File: src/rtl/plh_ram.sv
// Generic single-clock RAM with one write port and one registered read port.
`timescale 1ns / 1ps

module plh_ram #(
  parameter int WIDTH = 16,
  parameter int DEPTH = 2,
  localparam int AW = (DEPTH > 1) ? $clog2(DEPTH) : 1
) (
  input  logic             clk,
  input  logic             we,
  input  logic [AW-1:0]    waddr,
  input  logic [WIDTH-1:0] wdata,
  input  logic             re,
  input  logic [AW-1:0]    raddr,
  output logic [WIDTH-1:0] rdata
);

  logic [WIDTH-1:0] mem [DEPTH];

  always_ff @(posedge clk) begin
    if (we) begin
      mem[waddr] <= wdata;
    end
    if (re) begin
      rdata <= mem[raddr];
    end
  end

endmodule

File: config.mk
export PLATFORM = sky130hd
export DESIGN_NAME = plh_ram
export DESIGN_NICKNAME = d
export VERILOG_FILES = /design/src/rtl/plh_ram.sv
export SDC_FILE = /design/constraint.sdc
export NUM_CORES = 1
export LEC_CHECK = 0
export BUFFER_PORTS_ARGS = -buffer_cell sky130_fd_sc_hd__buf_4
export CORE_MARGIN = 5
export CORE_UTILIZATION = 44
export DETAILED_ROUTE_END_ITERATION = 10
export GPL_ROUTABILITY_DRIVEN = 0
export PLACE_DENSITY_LB_ADDON = 0.25
export RECOVER_POWER = 25
export SYNTH_ARGS = -nofsm -noshare
export SYNTH_HDL_FRONTEND = slang
export SYNTH_SLANG_ARGS = --single-unit
File: constraint.sdc
create_clock -name clk -period 1.9 [get_ports clk]
set_input_delay 0 -clock clk [delete_from_list [all_inputs] [get_ports clk]]
set_output_delay 0 -clock clk [all_outputs]
set_load 0.03 [all_outputs]
* Word-level counts from Yosys, hierarchy flattened
Memories as Yosys holds them, arrays and structs flattened. A register that Yosys moved wholly into a read port is not among the register bits.
Cells that the tools add are included.
** Storage, ports and cells
- Word-level logic and storage cells :: 3
- Memories :: 1
- Output and inout port bits :: 16
- Latch bits :: 0
- RAM bits :: 32
- ROM bits :: 0
- Register bits after elaboration :: 0
- Bits of input ports :: 21
** Memory list
- mem :: words 2, bits a word 16, read ports 1, clocked after memory_dff 1, wr ports 1, line 18 : logic [WIDTH-1:0] mem [DEPTH];
** Operators by class
- Muxes and demuxes :: 2
- Reductions and logical operators :: 0
- Shifts and indexed selects :: 0
- $mul :: 0
- $lt $le $gt $ge :: 0
- Divide/modulo/power cells :: 0
- $add $sub $neg :: 0
- Equal/unequal tests :: 0
- Bitwise logic cells :: 0
** Operators with widths (number)
- two-way mux 1 bit :: 2

* Depth between registers and ports, before layout
- Depth after elaboration :: 2
- Mapped depth :: 3

* Least setup slack after synthesis
OpenSTA, ideal clock, no wires.
- Path type :: input port to flip-flop
- Start point :: input port we
- End point :: memory mem[0][0], enable pin
- Required time :: 1510 ps
- Setup time :: 390 ps
- Cell stages on the path :: 1
- Setup slack :: 745 ps
- Arrival :: 764 ps
- Path buffers :: 0
- Path through :: nor2b_1
** On the way
- Cells in the longest elaborated chain, start to end :: 2
** RTL lines
- start: declaration :: line 10 : input logic we,
- two-way mux 1 bit :: line 21 : if (we) begin
- two-way mux 1 bit (implied by the code) :: line 22 : mem[waddr] <= wdata;
- end: declaration :: line 18
No other way between the ends.

* Worst setup path after layout
- Start point :: input port waddr
- End point :: memory mem[0][7], enable pin
** RTL lines
- start: declaration :: line 11 : input logic [AW-1:0] waddr,
Straight into the memory's write port.

==> qor.yml <==
drt-initial-drc-count: 44
cp-start-kind: "input port"
design.portCount: 37
diodes: 0
clk_path_buf_depth: 2
swShare: 0.205
crit_path_end_kind: "flop"
fmaxAchievable_mhz: 953
dpl-instance-area_um2: 2010
maxCapViolCount: 0
largest_family_of_logic_cells_by_synthesized_area: "multiplexers"
dieHeight_um: 72.2
die_w_um: 72.2
power.clock.fraction: 0.266
synth_edf_count: 48
critical_path.endpoint: "mem[0][7]"
total_wirelength_of_the_detailed_routed_design_um: 2420
numCtsBuffers: 5
post-route-min-period_ns: 1.05
yosys-mux-area-fraction: 0.128
cts-resized-gates: 0
core_region_area_um2: 3720
cts.reportedPaths.clkPinSlew_ns: 0.08
tritoncts: "done"
ys_warn_count: 0
postSynthAreaPerCell_um2: 25.0
placed_cells: 151
synth_sequential_area_ratio: 0.846
synthMostInstantiatedCell: "sky130_fd_sc_hd__edfxtp_1"
netlist_instances: 68
grt_overflow: 0
post_synthesis_adder_cell_area_fraction: 0
die_area_um2: 5210
crit_path_max_incr_delay_ns: 0.74
grt_pass1_vias: 861
worstHoldPathType: "input port to flop"
initial_core_util: 0.458
grt_pass1_wl_um: 3930
num-fill-cells: 299
timing.slew.headroom: 0.340
remaining_drc_errors: 0
final_antenna_net_count: 0
critical_path_required_ns: 1.81
io_buffers: 36
yosys_most_used_dff: "sky130_fd_sc_hd__edfxtp_1"
vdd_ir_drop_max_v: 0.000444
clock_latency_ns: 0.28
first_pass_iters: 2
synth_top_cells_by_area: "sky130_fd_sc_hd__edfxtp_1 (85%), sky130_fd_sc_hd__mux2_4 (8.8%), sky130_fd_sc_hd__mux2_2 (4.0%)"
ys_ff_latch: 48
slowest_stage: "sky130_fd_sc_hd__clkbuf_1"
netlist.area_leader.share: 0.846
timing.clock.skew_ns: 0.00556
finalSetupTns_ns: 0
setup.worst_path.class: "input port to flop"
ys_top_cells_by_count: "sky130_fd_sc_hd__edfxtp_1 (48), sky130_fd_sc_hd__mux2_4 (10), sky130_fd_sc_hd__mux2_2 (6)"
post-route-cell-area_um2: 2240
synth_compound_gate_area_share: 0
p_leak_nw: 0.846
grt.total_usage: 0.104
p_per_area_nw_per_um2: 908
total_switching_power_mw: 0.417
final_layout_size_suffix_gt1_frac: 0.452
path_max_fanout: 16
synth-async-reset-ratio: 0
p_comb_frac: 0.110
transition_time_at_the_pin_with_the_least_slew_margin_ns: 0.989
synth.distinct_cells: 7
slew_viol_final: 0
r2r_start: "mem[0][4]"
number_of_antenna_violations_at_the_first_check_in_global_routing: 0
placementRows: 22
area.growth.synth_to_final_pct: 31.5
synth_top_area_cell: "sky130_fd_sc_hd__edfxtp_1"
pin_count_of_the_biggest_net_entering_global_routing: 17
r2r.worst_path.cells: 1
critical_path_start: "waddr"
clock_sinks: 48
post-route-worst-setup-slack_ns: 0.850
detail_route.vias_per_cell: 4.52
synth_xor_xnor_area_share: 0
setup-violations-final: 0
clock_tree.htree_level_count: 2
timing_hold_violations_final: 0
via_total_after_detailed_routing: 787
critical_path_arrival_ns: 0.96
final.hold.worst_slack_ns: 0.235
root_buffer_selected_by_cts: "sky130_fd_sc_hd__clkbuf_8"
run_status: "finished, final reports clean"
pre_cts_setup_slack_ns: 0.794
netlist_area_um2: 1700
timing.rr.end: "rdata[4]"
detail_route.wl_per_cell_um: 13.9
final_min_period_over_clock_period: 0.552
syn_nets: 89
post_layout_nonfiller_instances: 174
crit_chain: "clkbuf_4 -> nor2b_1 -> clkbuf_1"
r2r_setup_slack_ns: 1.00
rsz0062_at_grt: "false"
post_synth_and_or_nand_nor_area_fraction: 0.00735
p_int_mw: 1.62
finish.net_count: 147
share_seq_of_total_power: 0.624
[power by group through the flow]
stage | Sequential [mW] | Combinational (mW) | Clock (mW)
after floorplan | 1.34 | 0.0663 | 0
after global placement | 1.29 | 0.201 | 0
after detailed placement | 1.29 | 0.204 | 0
after CTS | 1.27 | 0.231 | 0.559
after global routing | 1.28 | 0.240 | 0.594
final | 1.27 | 0.224 | 0.541
[metal layers]
layer  part of all wire  up-vias  global-route usage
li1                   -      383                   -
met1               0.36      376               0.113
met2               0.56       24               0.178
met3              0.065        4              0.0346
met4              0.015        0              0.0564
met5                  0        -                   0
[critical path, delay by kind of cell]
kind                   cells  cell delay [ns]
buffers and inverters      2             0.85
and+or+nand+nor            1             0.09
[layout make-up]
cell class | count | area [um^2] | area share
Tap cell | 48 | 60.1 | 0.0268
Clock inverter | 1 | 5.00 | 0.00223
Multi-Input combinational cell | 18 | 230 | 0.103
Clock buffer | 6 | 72.6 | 0.0324
Sequential cell | 48 | 1440 | 0.644
Timing Repair Buffer | 53 | 430 | 0.192
[worst min-delay path by stage]
stage               slack [ns]  cells after the start         end  startpoint
finish                    0.23                      2    rdata[4]       raddr
global route              0.23                      2    rdata[5]       raddr
CTS                       0.08                      1   rdata[12]          re
detailed placement        0.19                      1  mem[1][14]   wdata[14]
global placement          0.19                      1   mem[0][3]    wdata[3]
floorplan                  0.1                      0   mem[0][0]    wdata[0]
[layout by cell type (no fill, tap or decap)]
cell type                       count
sky130_fd_sc_hd__and2_1             1
sky130_fd_sc_hd__buf_4             34
sky130_fd_sc_hd__clkbuf_1           3
sky130_fd_sc_hd__clkbuf_4           1
sky130_fd_sc_hd__clkbuf_8           5
sky130_fd_sc_hd__clkinv_2           1
sky130_fd_sc_hd__dlygate4sd3_1     16
sky130_fd_sc_hd__edfxtp_1          48
sky130_fd_sc_hd__mux2_2             6
sky130_fd_sc_hd__mux2_4            10
sky130_fd_sc_hd__nor2b_1            1
[logic make-up (layout without fill, tap and decap cells)]
logic type,Yosys count,after routing
flops,48,48
mux,16,16
simple gates,2,2
buf+inv,2,60
[stage by stage]
stage	util	power, mW
2_1_floorplan	-	1.41
3_3_place_gp	0.541	1.49
3_5_place_dp	0.541	1.50
4_1_cts	0.605	2.06
5_1_grt	0.603	2.11
6_report	0.603	2.03
[registers in the layout, indices dropped and copies added, names as in the netlist]
| name | flops |
|---|---|
| rdata | 16 |
| mem | 32 |
[repair_timing]
item	in CTS	in global routing
setup endpoints to repair	0	0
buffers inserted	0	0
endpoints found under the hold margin	32	0
hold buffers	16	0
Note: power is estimated with default switching activity, not from simulation.
